<file path="config.mk">
export PLATFORM = sky130hd
export DESIGN_NAME = magic_framed_packet_parser_top
export DESIGN_NICKNAME = d
export VERILOG_FILES = /design/src/rtl/mfpp_pkg.sv /design/src/rtl/mfpp_core.sv /design/src/rtl/mfpp_obuf.sv /design/src/rtl/magic_framed_packet_parser_top.sv
export SDC_FILE = /design/constraint.sdc
export NUM_CORES = 1
export LEC_CHECK = 0
export BUFFER_PORTS_ARGS = -buffer_cell sky130_fd_sc_hd__buf_4
export CAP_MARGIN = 20
export CORE_MARGIN = 3
export CORE_UTILIZATION = 45
export DETAILED_ROUTE_END_ITERATION = 8
export GPL_TIMING_DRIVEN = 1
export PLACE_DENSITY_LB_ADDON = 0.25
export SLEW_MARGIN = 15
export SYNTH_ARGS = -nofsm -noshare
export SYNTH_HDL_FRONTEND = slang
export SYNTH_SLANG_ARGS = --single-unit
</file>
<file path="constraint.sdc">
create_clock -name clk -period 10.6 [get_ports clk]
set_input_delay 2.12 -clock clk [delete_from_list [all_inputs] [get_ports clk]]
set_output_delay 2.12 -clock clk [all_outputs]
set_load 0.02 [all_outputs]
</file>
<file path="src/rtl/mfpp_pkg.sv">
package mfpp_pkg;

  // Size of the receive buffer in bytes.
  localparam int BUF_SIZE = 256;

  localparam int BYTE_W = 8;
  localparam int LEN_W  = 16;
  localparam int WIN_BYTES = 5;
  localparam int WIN_W  = WIN_BYTES * BYTE_W;
  localparam int FILL_W = $clog2(WIN_BYTES + 1);
  localparam int CNT_W  = $clog2(BUF_SIZE + 1);
  // Width used to test length against free space without overflow.
  localparam int CMP_W  = (LEN_W > CNT_W ? LEN_W : CNT_W) + 1;

  localparam logic [BYTE_W-1:0] CHAR_K = 8'h4B;
  localparam logic [BYTE_W-1:0] CHAR_T = 8'h54;

  typedef enum logic [1:0] {
    PH_SEARCH  = 2'd0,
    PH_PAYLOAD = 2'd1,
    PH_DONE    = 2'd2,
    PH_FAULT   = 2'd3
  } phase_t;

  typedef struct packed {
    logic [BYTE_W-1:0] rx_byte;
    logic              start_over;
  } in_word_t;

  typedef struct packed {
    logic [BYTE_W-1:0] payload_byte;
    logic              payload_valid;
    logic              last;
    logic              header_found;
    logic [LEN_W-1:0]  length_seen;
    logic              fault;
    logic              completed;
  } res_word_t;

endpackage

</file>
<file path="src/rtl/mfpp_core.sv">
module mfpp_core
  import mfpp_pkg::*;
(
  input  logic      clk,
  input  logic      rst,
  input  logic      in_valid,
  output logic      in_ready,
  input  in_word_t  in_word,
  output logic      res_valid,
  input  logic      res_ready,
  output res_word_t res_word
);

  // Input register.
  logic     hold_valid;
  in_word_t hold;

  // Parser state.
  logic [WIN_W-1:0]  byte_window;
  logic [FILL_W-1:0] window_fill;
  logic [CNT_W-1:0]  bytes_received;
  phase_t            phase;
  logic [LEN_W-1:0]  payload_left;
  logic [LEN_W-1:0]  accepted_length;

  logic [WIN_W-1:0]  byte_window_next;
  logic [FILL_W-1:0] window_fill_next;
  logic [CNT_W-1:0]  bytes_received_next;
  phase_t            phase_next;
  logic [LEN_W-1:0]  payload_left_next;
  logic [LEN_W-1:0]  accepted_length_next;
  logic              hfound;
  logic              plast;
  logic              pvalid;

  logic              commit;
  logic              active;
  logic              match;
  logic              fits;
  logic [LEN_W-1:0]  win_len;
  logic [CNT_W-1:0]  rcv_inc;

  assign commit    = hold_valid && res_ready;
  assign in_ready  = !hold_valid || res_ready;
  assign res_valid = hold_valid;

  assign active  = (phase == PH_SEARCH || phase == PH_PAYLOAD) &&
                   (CMP_W'(bytes_received) < CMP_W'(BUF_SIZE));
  assign rcv_inc = bytes_received + CNT_W'(1);
  assign win_len = {byte_window[15:8], byte_window[23:16]};
  assign match   = (CMP_W'(window_fill) >= CMP_W'(WIN_BYTES)) &&
                   byte_window[39:32] == CHAR_K && byte_window[31:24] == CHAR_T &&
                   byte_window[7:0] == CHAR_T && hold.rx_byte == CHAR_K;
  assign fits    = (CMP_W'(win_len) + CMP_W'(rcv_inc)) <= CMP_W'(BUF_SIZE);

  // Next state.
  always_comb begin
    byte_window_next     = byte_window;
    window_fill_next     = window_fill;
    bytes_received_next  = bytes_received;
    phase_next           = phase;
    payload_left_next    = payload_left;
    accepted_length_next = accepted_length;
    hfound               = 1'b0;
    plast                = 1'b0;
    pvalid               = 1'b0;
    if (hold.start_over) begin
      byte_window_next     = '0;
      window_fill_next     = '0;
      bytes_received_next  = '0;
      phase_next           = PH_SEARCH;
      payload_left_next    = '0;
      accepted_length_next = '0;
    end else if (active) begin
      bytes_received_next = rcv_inc;
      if (phase == PH_SEARCH) begin
        if (match) begin
          if (fits) begin
            hfound               = 1'b1;
            accepted_length_next = win_len;
            payload_left_next    = win_len;
            if (win_len == '0) begin
              plast      = 1'b1;
              phase_next = PH_DONE;
            end else begin
              phase_next = PH_PAYLOAD;
            end
          end else begin
            phase_next = PH_FAULT;
          end
        end else begin
          byte_window_next = {byte_window[WIN_W-BYTE_W-1:0], hold.rx_byte};
          if (CMP_W'(window_fill) < CMP_W'(WIN_BYTES)) begin
            window_fill_next = window_fill + FILL_W'(1);
          end
        end
      end else begin
        pvalid = 1'b1;
        if (payload_left != '0) begin
          payload_left_next = payload_left - LEN_W'(1);
        end
        if (payload_left_next == '0) begin
          plast      = 1'b1;
          phase_next = PH_DONE;
        end
      end
    end
  end

  // Result word, taken from the state after this byte.
  always_comb begin
    res_word.payload_byte  = pvalid ? hold.rx_byte : '0;
    res_word.payload_valid = pvalid;
    res_word.last          = plast;
    res_word.header_found  = hfound;
    res_word.length_seen   = accepted_length_next;
    res_word.fault         = (phase_next == PH_FAULT);
    res_word.completed     = (phase_next == PH_DONE);
  end

  always_ff @(posedge clk) begin
    if (rst) begin
      hold_valid <= 1'b0;
    end else if (in_ready) begin
      hold_valid <= in_valid;
    end
    if (in_ready && in_valid) begin
      hold <= in_word;
    end
  end

  always_ff @(posedge clk) begin
    if (rst) begin
      byte_window     <= '0;
      window_fill     <= '0;
      bytes_received  <= '0;
      phase           <= PH_SEARCH;
      payload_left    <= '0;
      accepted_length <= '0;
    end else if (commit) begin
      byte_window     <= byte_window_next;
      window_fill     <= window_fill_next;
      bytes_received  <= bytes_received_next;
      phase           <= phase_next;
      payload_left    <= payload_left_next;
      accepted_length <= accepted_length_next;
    end
  end

  a_count_bound: assert property (@(posedge clk) disable iff (rst)
    CMP_W'(bytes_received) <= CMP_W'(BUF_SIZE))
    else $error("byte count ran past the buffer size");

  a_payload_left: assert property (@(posedge clk) disable iff (rst)
    phase == PH_PAYLOAD |-> (payload_left != '0 && payload_left <= accepted_length))
    else $error("payload counter out of range while receiving payload");

  a_start_over: assert property (@(posedge clk) disable iff (rst)
    commit && hold.start_over |=> phase == PH_SEARCH && bytes_received == '0 &&
                                  window_fill == '0 && accepted_length == '0)
    else $error("start over did not clear the parser");

  a_header_excl: assert property (@(posedge clk) disable iff (rst)
    hold_valid |-> !(res_word.header_found && res_word.payload_valid))
    else $error("header and payload flagged on the same byte");

endmodule

</file>
<file path="src/rtl/mfpp_obuf.sv">
module mfpp_obuf
  import mfpp_pkg::*;
(
  input  logic      clk,
  input  logic      rst,
  input  logic      res_valid,
  output logic      res_ready,
  input  res_word_t res_word,
  output logic      out_valid,
  input  logic      out_ready,
  output res_word_t out_word
);

  assign res_ready = !out_valid || out_ready;

  always_ff @(posedge clk) begin
    if (rst) begin
      out_valid <= 1'b0;
    end else if (res_ready) begin
      out_valid <= res_valid;
    end
    if (res_ready && res_valid) begin
      out_word <= res_word;
    end
  end

endmodule

</file>
<file path="src/rtl/magic_framed_packet_parser_top.sv">
// Byte-serial parser for one framed packet received over a serial link.
// The slave channel (s_*) takes one received byte per word; s_tuser set to 1
// clears all parser state and the byte is then ignored. The parser slides a
// six-byte view over the stream looking for the header 'K','T',len_lo,
// len_hi,'T','K'. A header is accepted only when its length fits in the
// space left in the buffer, otherwise the fault flag latches until the next
// start over. Accepted payload bytes come out flagged valid; the last one, or
// the header itself for a zero length, sets m_tlast and the sticky completed
// flag. The master channel (m_*) returns exactly one result word per input
// word, in order. A word accepted is held in the input register, passes
// through the parser logic to the result register, and is offered on
// m_tvalid from there. One word is taken per cycle when the receiver keeps
// m_tready high; the rate is set by the single update of the parser state per
// byte. When the receiver stalls, the result register holds its word and the
// input register fills; s_tready then drops until the receiver takes a word.
// Reset clears the parser state and the valid bits of both register stages;
// the words held in those registers are not cleared.
module magic_framed_packet_parser_top
  import mfpp_pkg::*;
(
  input  logic        clk,
  input  logic        rst,
  input  logic        s_tvalid,
  output logic        s_tready,
  input  logic [7:0]  s_tdata,   // [7:0] rx_byte
  input  logic        s_tuser,   // [0] start_over
  output logic        m_tvalid,
  input  logic        m_tready,
  output logic [23:0] m_tdata,   // [7:0] payload_byte, [23:8] length_seen
  output logic [3:0]  m_tuser,   // [0] payload_valid, [1] header_found,
                                 // [2] fault, [3] completed
  output logic        m_tlast    // last payload byte, packet complete
);

  in_word_t  in_word;
  res_word_t res_word;
  res_word_t out_word;
  logic      res_valid;
  logic      res_ready;

  assign in_word.rx_byte    = s_tdata;
  assign in_word.start_over = s_tuser;

  mfpp_core u_core (
    .clk       (clk),
    .rst       (rst),
    .in_valid  (s_tvalid),
    .in_ready  (s_tready),
    .in_word   (in_word),
    .res_valid (res_valid),
    .res_ready (res_ready),
    .res_word  (res_word)
  );

  mfpp_obuf u_obuf (
    .clk       (clk),
    .rst       (rst),
    .res_valid (res_valid),
    .res_ready (res_ready),
    .res_word  (res_word),
    .out_valid (m_tvalid),
    .out_ready (m_tready),
    .out_word  (out_word)
  );

  assign m_tdata = {out_word.length_seen, out_word.payload_byte};
  assign m_tuser = {out_word.completed, out_word.fault,
                    out_word.header_found, out_word.payload_valid};
  assign m_tlast = out_word.last;

endmodule
</file>
==> impl_metrics.prom, run 1 <==
# TYPE chip_impl_metric gauge
chip_impl_info{name="crit_top_cell",value="buf_4"} 1
chip_impl_info{name="clk_root_buffer_cell",value="clkbuf_16"} 1
chip_impl_metric{name="post_synth.cell_area_avg",unit="um2"} 9.48
chip_impl_metric{name="clk_pin_slew_worst_paths",unit="ps"} 60
chip_impl_metric{name="part_of_the_total_power_dissipated_in_sequential_elements",unit="%"} 42.5
chip_impl_info{name="status",value="finished clean"} 1
chip_impl_info{name="critical_path_class",value="input port to output pin"} 1
chip_impl_metric{name="maxSlewHeadroom",unit="%"} 30.8
chip_impl_metric{name="clock_insertion_delay_worst_skew",unit="ps"} 420
chip_impl_metric{name="timing_worst_slew_pin_value",unit="ps"} 1040
chip_impl_info{name="ys_top_cells_by_area",value="dfxtp_1, edfxtp_1, nor2_1"} 1
chip_impl_metric{name="cts_inserted_buffers",unit=""} 17
chip_impl_metric{name="share_of_layout_cells_above_drive_strength_1",unit="%"} 15.3
chip_impl_metric{name="postCtsSetupRepairBufs",unit=""} 0
chip_impl_metric{name="die-height",unit="um"} 126
chip_impl_metric{name="port_buffers",unit=""} 43
chip_impl_metric{name="critPathArrivalTime",unit="ps"} 2830
chip_impl_info{name="synth.cells.most_frequent",value="nor2_1, dfxtp_1, a22oi_1"} 1
chip_impl_metric{name="min_period",unit="ps"} 4950
chip_impl_info{name="type_of_destination_of_the_critical_path",value="output pin"} 1
chip_impl_metric{name="antenna_found_initial",unit=""} 0
chip_impl_metric{name="synth.distinct_cells",unit=""} 76
chip_impl_metric{name="drt_pass1_iterations",unit=""} 6
chip_impl_info{name="synth_area_leader_cell",value="dfxtp_1"} 1
chip_impl_metric{name="final_gp_congestion",unit=""} 0.901
chip_impl_metric{name="wirelength",unit="um"} 17000
chip_impl_metric{name="core-area",unit="mm2"} 0.0140
chip_impl_metric{name="cts.sinks",unit=""} 126
chip_impl_metric{name="fin_cells",unit=""} 906
chip_impl_metric{name="yosysTopAreaCellShare",unit="%"} 27.0
chip_impl_metric{name="internal-power",unit="uW"} 930
chip_impl_metric{name="part_of_the_power_in_combinational_logic",unit="%"} 4.7
chip_impl_metric{name="critPathMaxStageDelay",unit="ps"} 300
chip_impl_metric{name="n_antenna_cell",unit=""} 0
chip_impl_metric{name="report.final.setup_viol",unit=""} 0
chip_impl_metric{name="report.final.hold_viol_count",unit=""} 0
chip_impl_metric{name="max_freq",unit="MHz"} 202
chip_impl_info{name="timing.critical_path.from_type",value="input port"} 1
chip_impl_metric{name="drtAntennaViolNets",unit=""} 0
chip_impl_metric{name="critical_path.max_fanout",unit=""} 4
chip_impl_metric{name="ys_seq_area_share",unit="%"} 44.5
chip_impl_metric{name="leakagePower",unit="uW"} 0.00278
chip_impl_metric{name="floorplan.die_area",unit="mm2"} 0.0160
chip_impl_info{name="tritoncts",value="built"} 1
chip_impl_metric{name="pwr_density_cell",unit="mW/mm2"} 160
chip_impl_metric{name="worst_ir_drop_vdd",unit="mV"} 0.135
chip_impl_metric{name="post-place-cells",unit=""} 873
chip_impl_metric{name="grt_overflow",unit=""} 0
chip_impl_metric{name="ys_warn_count",unit=""} 0
chip_impl_metric{name="dieWidth",unit="um"} 126
chip_impl_metric{name="num_io_pins",unit=""} 44
chip_impl_metric{name="seqCellArea",unit="mm2"} 0.00290
chip_impl_metric{name="drt_drc_violations_left",unit=""} 0
chip_impl_metric{name="placementRows",unit=""} 43
chip_impl_metric{name="setup-tns-final",unit="ps"} 0
chip_impl_metric{name="postSynthNetCount",unit=""} 717
chip_impl_metric{name="ctsHtreeMaxLevel",unit=""} 4
chip_impl_metric{name="vias_per_cell",unit=""} 6.14
chip_impl_metric{name="filler_cell_count",unit=""} 1276
chip_impl_info{name="crit_path_top_delay_cell",value="nor2b_1"} 1
chip_impl_metric{name="worstPathRequired",unit="ps"} 8480
chip_impl_metric{name="route.vias.total",unit=""} 5567
chip_impl_metric{name="netSwitchingFraction",unit="%"} 22.7
chip_impl_metric{name="post-route-period-util",unit="%"} 46.7
chip_impl_metric{name="cts_hold_repair.buffers",unit=""} 0
chip_impl_info{name="rsz0062_at_grt",value="no"} 1
chip_impl_metric{name="first_global_vias",unit=""} 5339
chip_impl_metric{name="syn_inst",unit=""} 689
chip_impl_metric{name="ys_seq_elements",unit=""} 126
chip_impl_metric{name="wire_length_of_the_first_global_routing_pass",unit="um"} 28300
chip_impl_metric{name="final_net_count",unit=""} 741
chip_impl_metric{name="post_cts.resized_instances",unit=""} 0
chip_impl_info{name="synthMostInstantiatedCell",value="nor2_1"} 1
chip_impl_metric{name="avgRoutedWirePerCell",unit="um"} 18.8
chip_impl_metric{name="post-dp-hpwl",unit="um"} 11600
chip_impl_metric{name="synth_edf_count",unit=""} 38
chip_impl_metric{name="power_frac_clock",unit="%"} 52.7
chip_impl_metric{name="cts.path.max_buffers",unit=""} 2
chip_impl_metric{name="multiInputGateArea",unit="mm2"} 0.00329
chip_impl_metric{name="area_delta_synth_final",unit="%"} 15.0
chip_impl_metric{name="start_util",unit="%"} 46.5
chip_impl_metric{name="async_reset_ff_share",unit="%"} 0
chip_impl_metric{name="drc_violation_total_after_the_first_tritonroute_iteration",unit=""} 563
chip_impl_metric{name="synth_area",unit="mm2"} 0.00653
chip_impl_info{name="hold_class",value="flip-flop to flip-flop"} 1
chip_impl_metric{name="finalClockSkew",unit="ps"} 18.3
chip_impl_metric{name="switching_power",unit="uW"} 274
chip_impl_metric{name="overall_global_routing_usage",unit="%"} 22.0
chip_impl_metric{name="max_cap_viol_count",unit=""} 0
chip_impl_info{name="synthFlopType",value="dfxtp_1"} 1
chip_impl_metric{name="timing_max_transition_violations_final",unit=""} 0
chip_impl_info{name="crit_chain",value="buf_4 -> nor2b_1 -> nand2_1 -> buf_4"} 1
chip_impl_metric{name="grt_start_max_net_pins",unit=""} 70
path summary, 6_finish.rpt:
check / cells after the start / slack, ps / start / endpoint
setup / recovery: 4 / 5650 / m_tready / s_tready
hold reg to reg: 1 / 450 / u_core.accepted_length[14] / u_core.accepted_length[14]
hold / removal: 1 / 450 / u_core.accepted_length[14] / u_core.accepted_length[14]
setup reg to reg: 13 / 6370 / u_core.bytes_received[2] / u_obuf.out_word[16]
critical path: cells and delay by family:
kind                   cells  cell delay [ps]
and+or+nand+nor            2              420
buffers and inverters      2              280
flip-flops by register name, indices dropped and copies added (netlist names):
signal and count:
u_obuf.out_word 29, u_core.accepted_length 16, u_core.hold 9, u_core.bytes_received 9, u_core.phase 2, u_core.res_valid 1, u_core.byte_window 40, u_core.window_fill 3
u_core.payload_left 16, u_obuf.out_valid 1
through the flow:
stage                     hold WS [ps]  util (%)  cell area (um2)  power (uW)  setup WS, ps
after global placement             433      48.7             6840         577          5680
after global routing               471      53.5             7510        1240          5600
after floorplan                    421         -             6530         558          5990
final                              452      53.5             7510        1200          5650
after CTS                          456      53.3             7480        1210          5640
after detailed placement           437      48.7             6840         578          5650
per-layer routing:
layer,wire [um],track usage [%]
met1,7470,30.0
met2,8010,35.2
met3,1240,4.93
met4,278,6.31
met5,0,0
cells in the final DEF (no fill, tap or decap), drive strengths merged, types with 22 or more instances in the layout:
master and n:
nor2 103, dfxtp 88, buf 49, a22oi 47, edfxtp 38, a21oi 25, nand2 24, o21ai 24
inv 22
cell families (layout without fill, tap and decap cells):
family / after synthesis / in the layout / synth area share [%]
flops: 126 / 126 / 44.5
xor+xnor: 14 / 14 / 1.88
mux: 16 / 16 / 2.49
compound gates: 169 / 169 / 18.8
fa+ha+maj: 15 / 15 / 2.99
simple gates: 289 / 289 / 24.1
buf+inv: 60 / 97 / 5.23
area by class of cell:
cell class | instances | area share (%)
clock inverters | 14 | 2.72
well taps | 180 | 3.00
inverters | 16 | 0.800
repair buffers | 49 | 5.16
multi-input cells | 503 | 43.8
flip-flops and latches | 126 | 38.6
clock buffers | 18 | 5.85
power groups by stage:
stage                     Combinational, uW  Clock [uW]  Sequential, uW
after global placement                 54.8           0             522
after CTS                              55.8         643             512
after global routing                   62.1         669             513
after floorplan                        29.8           0             528
final                                  57.1         635             512
after detailed placement               55.5           0             523
Note: power is estimated with default switching activity, not from simulation.
==> run 2: changes to the inputs <==
--- a/config.mk
+++ b/config.mk
@@ -5,6 +5,7 @@
 export SDC_FILE = /design/constraint.sdc
 export NUM_CORES = 1
 export LEC_CHECK = 0
+export ABC_AREA = 1
 export BUFFER_PORTS_ARGS = -buffer_cell sky130_fd_sc_hd__buf_4
 export CAP_MARGIN = 20
 export CORE_MARGIN = 3
==> constraint.sdc (replaced) <==
create_clock -name clk -period 4.3 [get_ports clk]
set_input_delay 0.86 -clock clk [delete_from_list [all_inputs] [get_ports clk]]
set_output_delay 0.86 -clock clk [all_outputs]
set_load 0.02 [all_outputs]
==> impl_metrics.prom, run 2 <==
# TYPE chip_impl_metric gauge
chip_impl_metric{name="pwr_density_cell",unit="mW/mm2"} 397
chip_impl_info{name="dominant_combinational_cell_family_by_area_after_synthesis",value="simple AND/OR/NAND/NOR gates"} 1
chip_impl_metric{name="finalClockSkew",unit="ps"} 10.6
chip_impl_metric{name="worst_path_bufs_invs",unit=""} 2
chip_impl_metric{name="grt_overflow",unit=""} 0
chip_impl_metric{name="wire_length_of_the_first_global_routing_pass",unit="um"} 28000
chip_impl_metric{name="postCtsSetupRepairBufs",unit=""} 0
chip_impl_metric{name="timing_max_transition_violations_final",unit=""} 0
chip_impl_metric{name="area_share_of_xor_xnor_cells_in_the_synthesized_design",unit="%"} 1.17
chip_impl_metric{name="postSynthNetCount",unit=""} 970
chip_impl_info{name="synthFlopType",value="dfxtp_1"} 1
chip_impl_metric{name="r2r_cells",unit=""} 19
chip_impl_metric{name="start_util",unit="%"} 46.1
chip_impl_metric{name="cts.sinks",unit=""} 126
chip_impl_metric{name="floorplan.die_area",unit="mm2"} 0.0165
chip_impl_metric{name="critPathMaxStageDelay",unit="ps"} 390
chip_impl_info{name="clk_root_buffer_cell",value="clkbuf_16"} 1
chip_impl_metric{name="first_global_vias",unit=""} 5772
chip_impl_metric{name="yosysTopAreaCellShare",unit="%"} 26.2
chip_impl_metric{name="ys_seq_area_share",unit="%"} 43.1
chip_impl_metric{name="flip_flop_count_of_the_largest_register_all_copies_and_words_added",unit=""} 40
chip_impl_info{name="hold_class",value="flip-flop to flip-flop"} 1
chip_impl_metric{name="port_buffers",unit=""} 43
chip_impl_metric{name="report.final.setup_viol",unit=""} 0
chip_impl_metric{name="worst_ir_drop_vdd",unit="mV"} 0.384
chip_impl_info{name="crit_top_cell",value="nand3_1"} 1
chip_impl_metric{name="cts_inserted_buffers",unit=""} 17
chip_impl_metric{name="core-area",unit="mm2"} 0.0146
chip_impl_metric{name="dieWidth",unit="um"} 128
chip_impl_metric{name="min_period",unit="ps"} 3600
chip_impl_metric{name="design_area",unit="mm2"} 0.00776
chip_impl_metric{name="cts_hold_repair.buffers",unit=""} 0
chip_impl_metric{name="synth_area",unit="mm2"} 0.00673
chip_impl_metric{name="die-height",unit="um"} 128
chip_impl_metric{name="area_delta_synth_final",unit="%"} 15.3
chip_impl_info{name="crit_chain",value="ha_1 -> nand3_1 -> nand3b_1 -> nor2_1 -> nand2_1 -> xor2_1 -> inv_1 -> ha_1 -> nand2_1 -> nor2_1 -> nand3_1 -> nand3_1 -> nand3_1 -> nand2_1 -> nand3_2 -> nor2_4 -> nand3_4 -> nand3_1 -> inv_1"} 1
chip_impl_metric{name="drtAntennaViolNets",unit=""} 0
chip_impl_metric{name="max_cap_viol_count",unit=""} 0
chip_impl_info{name="worst_hold_startpoint",value="u_core.byte_window[29]"} 1
chip_impl_metric{name="critPathArrivalTime",unit="ps"} 3770
chip_impl_info{name="crit_path_top_delay_cell",value="dfxtp_1"} 1
chip_impl_metric{name="ys_seq_elements",unit=""} 126
chip_impl_metric{name="route.vias.total",unit=""} 6218
chip_impl_metric{name="leakagePower",unit="uW"} 0.00350
chip_impl_metric{name="post-dp-hpwl",unit="um"} 11800
chip_impl_metric{name="setup-tns-final",unit="ps"} 0
chip_impl_metric{name="worstPathRequired",unit="ps"} 4460
chip_impl_info{name="synth_area_leader_cell",value="dfxtp_1"} 1
chip_impl_info{name="timing.critical_path.from_type",value="flip-flop"} 1
chip_impl_info{name="type_of_destination_of_the_critical_path",value="flip-flop"} 1
chip_impl_metric{name="timing_worst_slew_pin_value",unit="ps"} 784
chip_impl_metric{name="synth.distinct_cells",unit=""} 36
chip_impl_metric{name="clock_insertion_delay_worst_skew",unit="ps"} 410
chip_impl_metric{name="post_synth_mux_area_share",unit="%"} 0
chip_impl_metric{name="dpl_cell_area",unit="mm2"} 0.00716
chip_impl_info{name="tritoncts",value="built"} 1
chip_impl_info{name="timing.hold.worst_endpoint",value="u_core.byte_window[37]"} 1
chip_impl_info{name="max_flop_register",value="u_core.byte_window"} 1
chip_impl_info{name="synthMostInstantiatedCell",value="nand2_1"} 1
chip_impl_metric{name="post_cts.resized_instances",unit=""} 0
chip_impl_metric{name="clk_pin_slew_worst_paths",unit="ps"} 60
chip_impl_metric{name="synth_edf_count",unit=""} 38
chip_impl_info{name="gr-max-usage-layer",value="met2"} 1
chip_impl_metric{name="post_synth.cell_area_avg",unit="um2"} 7.14
chip_impl_info{name="rsz0062_at_grt",value="no"} 1
chip_impl_metric{name="fin_worst_hold_slack",unit="ps"} 483
chip_impl_metric{name="drc_violation_total_after_the_first_tritonroute_iteration",unit=""} 486
chip_impl_metric{name="syn_inst",unit=""} 942
chip_impl_metric{name="cts.path.max_buffers",unit=""} 2
chip_impl_metric{name="final_net_count",unit=""} 1002
chip_impl_metric{name="met2_track_demand_over_resource",unit="%"} 34.4
chip_impl_metric{name="compound_cell_area_share_of_the_yosys_netlist",unit="%"} 10.3
chip_impl_metric{name="antenna_found_initial",unit=""} 0
chip_impl_metric{name="placementRows",unit=""} 44
chip_impl_metric{name="final_gp_congestion",unit=""} 0.924
chip_impl_metric{name="final_util",unit="%"} 53.2
chip_impl_metric{name="grt_start_max_net_pins",unit=""} 65
chip_impl_metric{name="ys_warn_count",unit=""} 0
chip_impl_metric{name="report.final.hold_viol_count",unit=""} 0
chip_impl_metric{name="overall_global_routing_usage",unit="%"} 21.1
chip_impl_metric{name="n_antenna_cell",unit=""} 0
chip_impl_metric{name="avgRoutedWirePerCell",unit="um"} 14.5
chip_impl_info{name="critical_path.top_delay_family",value="simple AND/OR/NAND/NOR gates"} 1
chip_impl_info{name="most-common-layout-cells",value="nand2_1, inv_1, nand3_1"} 1
chip_impl_metric{name="post-route-period-util",unit="%"} 83.8
chip_impl_info{name="critical_path_class",value="flip-flop to flip-flop"} 1
chip_impl_metric{name="timing.hold.worst_path_depth",unit=""} 2
chip_impl_metric{name="critical_path.max_fanout",unit=""} 16
chip_impl_metric{name="drt_drc_violations_left",unit=""} 0
chip_impl_metric{name="groute.layer.met1.usage",unit="%"} 28.5
chip_impl_info{name="mostFrequentLayoutCell",value="nand2_1"} 1
chip_impl_metric{name="filler_cell_count",unit=""} 1419
chip_impl_metric{name="drt_pass1_iterations",unit=""} 5
chip_impl_metric{name="ctsHtreeMaxLevel",unit=""} 4
chip_impl_metric{name="share_of_layout_cells_above_drive_strength_1",unit="%"} 10.1
chip_impl_metric{name="synthSimpleGateAreaFrac",unit="%"} 33.0
chip_impl_info{name="biggest_registers_after_layout",value="u_core.byte_window x40, u_obuf.out_word x29"} 1
chip_impl_metric{name="maxSlewHeadroom",unit="%"} 47.5
chip_impl_metric{name="vias_per_cell",unit=""} 5.31
chip_impl_info{name="r2r-start",value="u_core.bytes_received[0]"} 1
chip_impl_info{name="synth.cells.most_frequent",value="nand2_1, inv_1, nand3_1"} 1
chip_impl_info{name="ys_top_cells_by_area",value="dfxtp_1, edfxtp_1, nand2_1"} 1
chip_impl_metric{name="wirelength",unit="um"} 17000
chip_impl_metric{name="use_met3",unit="%"} 3.67
chip_impl_metric{name="num_io_pins",unit=""} 44
chip_impl_metric{name="max_freq",unit="MHz"} 278
chip_impl_info{name="reg2reg_to",value="u_obuf.out_word[16]"} 1
chip_impl_metric{name="regToRegSetupSlack",unit="ps"} 700
chip_impl_metric{name="synthAdderAreaFrac",unit="%"} 2.90
chip_impl_info{name="status",value="finished clean"} 1
chip_impl_metric{name="async_reset_ff_share",unit="%"} 0
==> run 2: cell types whose count changed after synthesis, sizes merged, moves of 11 or more <==
cell	change
inv	+106
mux2i	-14
o22ai	+16
and3	-16
nor3	-16
nand3	+114
nand2	+208
a22o	-13
a21oi	+55
and2	-19
o211ai	-11
a22oi	-47
==> run 2: logic make-up (layout without fill, tap and decap cells) <==
family	Yosys count	after routing
compound gates	129	129
xor+xnor	9	9
fa+ha+maj	15	15
buf+inv	161	206
flops	126	126
simple gates	502	502
==> run 2: worst max-delay path by stage <==
stage,endpoint,start,cells past startpoint,slack [ps]
2_1_floorplan,u_obuf.out_word[10],u_core.bytes_received[0],21,1230
3_3_place_gp,u_obuf.out_word[12],u_core.bytes_received[0],19,790
3_5_place_dp,u_obuf.out_word[11],u_core.bytes_received[0],19,740
4_1_cts,u_core.accepted_length[5],u_core.bytes_received[0],20,730
5_1_grt,u_core.accepted_length[3],u_core.bytes_received[0],20,250
6_report,u_obuf.out_word[16],u_core.bytes_received[0],19,700
==> run 2: tightest hold or removal path, cell delays in order, from the launching register on <==
cell and delay, ps:
dfxtp_1 320, nand2_1 60, a21oi_1 50
==> run 2: area by class of cell <==
class                      instances  area (um2)  area share, %
inverter                         124         465           6.00
clock inverter                    15         146           1.89
sequential                       126        2900           37.4
clock buffer                      17         425           5.48
timing repair buffer              50         393           5.06
tap                              184         230           2.97
multi-input combinational        655        3200           41.2
==> run 2: power by group <==
group / leakage, uW / total [uW] / switching (uW) / internal [uW]
sequential: 0.00107 / 1300 / 26.1 / 1270
combinational: 0.00215 / 401 / 274 / 127
clock: 0.000278 / 1380 / 611 / 770
total: 0.00350 / 3080 / 911 / 2170
==> run 2: stage by stage <==
step                      setup slack [ps]  total power (uW)  cells
after floorplan                       1230              1610    942
after global placement                 792              1710   1138
after detailed placement               743              1710   1138
after CTS                              726              3090   1170
after global routing                   252              3210   1171
final                                  697              3080   1171
==> run 2: layer usage <==
metal | wire, um | up-vias
li1 | - | 3179
met1 | 7780 | 2860
met2 | 8060 | 161
met3 | 910 | 18
met4 | 216 | 0
met5 | 0 | -
==> run 3: changes to the inputs <==
--- a/config.mk
+++ b/config.mk
@@ -5,7 +5,7 @@
 export SDC_FILE = /design/constraint.sdc
 export NUM_CORES = 1
 export LEC_CHECK = 0
-export ABC_AREA = 1
+export ABC_AREA = 0
 export BUFFER_PORTS_ARGS = -buffer_cell sky130_fd_sc_hd__buf_4
 export CAP_MARGIN = 20
 export CORE_MARGIN = 3
==> constraint.sdc (replaced) <==
create_clock -name clk -period 3 [get_ports clk]
set_input_delay 0.6 -clock clk [delete_from_list [all_inputs] [get_ports clk]]
set_output_delay 0.6 -clock clk [all_outputs]
set_load 0.02 [all_outputs]
==> impl_metrics.prom, run 3 (synthesis results as in run 1) <==
# TYPE chip_impl_metric gauge
chip_impl_metric{name="first_global_vias",unit=""} 5962
chip_impl_metric{name="drt_pass1_iterations",unit=""} 6
chip_impl_metric{name="cts.path.max_buffers",unit=""} 2
chip_impl_metric{name="drt_drc_violations_left",unit=""} 0
chip_impl_info{name="max_flop_register",value="u_core.byte_window"} 1
chip_impl_info{name="tritoncts",value="built"} 1
chip_impl_info{name="biggest_registers_after_layout",value="u_core.byte_window x40, u_obuf.out_word x29"} 1
chip_impl_metric{name="grt_start_max_net_pins",unit=""} 43
chip_impl_metric{name="dieWidth",unit="um"} 126
chip_impl_info{name="worst_hold_startpoint",value="s_tdata[0]"} 1
chip_impl_metric{name="timing_max_transition_violations_final",unit=""} 0
chip_impl_metric{name="floorplan.die_area",unit="mm2"} 0.0160
chip_impl_metric{name="wirelength",unit="um"} 20200
chip_impl_metric{name="drtAntennaViolNets",unit=""} 0
chip_impl_metric{name="final_net_count",unit=""} 838
chip_impl_metric{name="final_util",unit="%"} 62.0
chip_impl_metric{name="timing_worst_slew_pin_value",unit="ps"} 784
chip_impl_metric{name="n_antenna_cell",unit=""} 0
chip_impl_metric{name="max_freq",unit="MHz"} 304
chip_impl_metric{name="post-dp-hpwl",unit="um"} 13100
chip_impl_metric{name="fin_cells",unit=""} 1003
chip_impl_metric{name="regToRegSetupSlack",unit="ps"} -290
chip_impl_metric{name="cts.sinks",unit=""} 126
chip_impl_info{name="hold_class",value="input port to flip-flop"} 1
chip_impl_metric{name="vias_per_cell",unit=""} 6.15
chip_impl_metric{name="ctsHtreeMaxLevel",unit=""} 4
chip_impl_metric{name="antenna_found_initial",unit=""} 0
chip_impl_metric{name="drc_violation_total_after_the_first_tritonroute_iteration",unit=""} 786
chip_impl_metric{name="clock_insertion_delay_worst_skew",unit="ps"} 420
chip_impl_metric{name="finalClockSkew",unit="ps"} 12.2
chip_impl_metric{name="num_io_pins",unit=""} 44
chip_impl_metric{name="overall_global_routing_usage",unit="%"} 24.2
chip_impl_metric{name="critical_path.max_fanout",unit=""} 6
chip_impl_metric{name="groute.layer.met1.usage",unit="%"} 32.1
chip_impl_metric{name="worstPathRequired",unit="ps"} 3140
chip_impl_metric{name="worst_ir_drop_vdd",unit="mV"} 0.420
chip_impl_metric{name="critPathArrivalTime",unit="ps"} 3430
chip_impl_metric{name="clk_pin_slew_worst_paths",unit="ps"} 60
chip_impl_info{name="crit_start",value="u_core.bytes_received[4]"} 1
chip_impl_metric{name="report.final.hold_viol_count",unit=""} 0
chip_impl_metric{name="wire_length_of_the_first_global_routing_pass",unit="um"} 31100
chip_impl_metric{name="post-place-cells",unit=""} 947
chip_impl_info{name="failed_checks",value="setup timing"} 1
chip_impl_info{name="r2r-start",value="u_core.bytes_received[4]"} 1
chip_impl_info{name="mostFrequentLayoutCell",value="buf_4"} 1
chip_impl_info{name="rsz0062_at_grt",value="yes"} 1
chip_impl_metric{name="maxSlewHeadroom",unit="%"} 47.5
chip_impl_metric{name="core-area",unit="mm2"} 0.0140
chip_impl_metric{name="route.vias.total",unit=""} 6173
chip_impl_metric{name="fin_ws",unit="ps"} -288
chip_impl_info{name="type_of_destination_of_the_critical_path",value="flip-flop"} 1
chip_impl_metric{name="leakagePower",unit="uW"} 0.00337
chip_impl_metric{name="grt_overflow",unit=""} 0
chip_impl_metric{name="area_delta_synth_final",unit="%"} 33.3
chip_impl_metric{name="avgRoutedWirePerCell",unit="um"} 20.1
chip_impl_metric{name="port_buffers",unit=""} 43
chip_impl_info{name="status",value="finished, violations left"} 1
chip_impl_metric{name="report.final.setup_viol",unit=""} 53
chip_impl_metric{name="flip_flop_count_of_the_largest_register_all_copies_and_words_added",unit=""} 40
chip_impl_metric{name="use_met3",unit="%"} 5.14
chip_impl_info{name="critical_path_class",value="flip-flop to flip-flop"} 1
chip_impl_info{name="timing.critical_path.from_type",value="flip-flop"} 1
chip_impl_metric{name="met2_track_demand_over_resource",unit="%"} 38.7
chip_impl_info{name="gr-max-usage-layer",value="met2"} 1
chip_impl_metric{name="placementRows",unit=""} 43
chip_impl_metric{name="min_period",unit="ps"} 3290
chip_impl_metric{name="pwr_density_cell",unit="mW/mm2"} 476
chip_impl_metric{name="share_of_layout_cells_above_drive_strength_1",unit="%"} 32.4
chip_impl_metric{name="post-route-period-util",unit="%"} 110
chip_impl_metric{name="start_util",unit="%"} 46.5
chip_impl_info{name="most-common-layout-cells",value="buf_4, nor2_1, dfxtp_1"} 1
chip_impl_metric{name="cts_inserted_buffers",unit=""} 17
chip_impl_metric{name="max_cap_viol_count",unit=""} 0
chip_impl_metric{name="final_gp_congestion",unit=""} 0.934
chip_impl_metric{name="die-height",unit="um"} 126
chip_impl_info{name="clk_root_buffer_cell",value="clkbuf_16"} 1
## run 3: final timing paths
path | to | cells after the start
worst max-delay path | u_obuf.out_word[1] | 13
worst min-delay path | u_core.hold[1] | 1
worst max register to register | u_obuf.out_word[1] | 13
worst min register to register | u_core.accepted_length[12] | 1
## run 3: routing by layer
layer / up-vias / wire, um / share of wire [%]
li1: 2845 / - / -
met1: 2995 / 8660 / 43
met2: 288 / 9620 / 48
met3: 45 / 1430 / 7.1
met4: 0 / 488 / 2.4
met5: - / 0 / 0
## run 3: area by class of cell
| type | instances | area [um2] |
|---|---|---|
| clock buffer | 18 | 429 |
| clock inverter | 14 | 165 |
| fill | 1112 | 5340 |
| inverter | 16 | 60.1 |
| multi-input combinational | 506 | 3750 |
| sequential | 126 | 2910 |
| tap | 180 | 225 |
| timing repair buffer | 143 | 1160 |
## run 3: repair_timing
item | CTS | global route
pin swaps | 29 | 24
cloned | 3 | 4
endpoints found under the setup margin | 53 | 56
hold buffers | 0 | 0
buffers inserted | 9 | 10
gates resized for setup | 52 | 35
## run 3: critical path, stage by stage, from the launching register on
cell     delay (ps)
dfxtp_2         330
and3_4          190
and2_4          150
nand4_1         180
xnor2_2         270
ha_4            260
a21oi_1         220
o21ai_2         110
or3_4           410
a31oi_4         300
buf_6           160
nand4_1         110
a21oi_2         220
nor4_1          100
## run 3: through the flow
stage | worst slack [ps] | cell area, um2 | power (uW) | hold slack [ps] | setup TNS [ps]
floorplan | -77.9 | 6620 | 1970 | 421 | -1160
global placement | -183 | 7490 | 2060 | 438 | -6300
detailed placement | -355 | 7490 | 2060 | 437 | -13020
CTS | -207 | 8370 | 4130 | 346 | -6560
global route | -419 | 8700 | 4260 | 339 | -20000
finish | -288 | 8700 | 4150 | 350 | -12050
## run 3: power breakdown
part,total [uW],internal [uW],switching [uW]
clock network,2090,1300,781
registers,1810,1790,24.8
logic,249,93.8,155
total,4150,3180,961
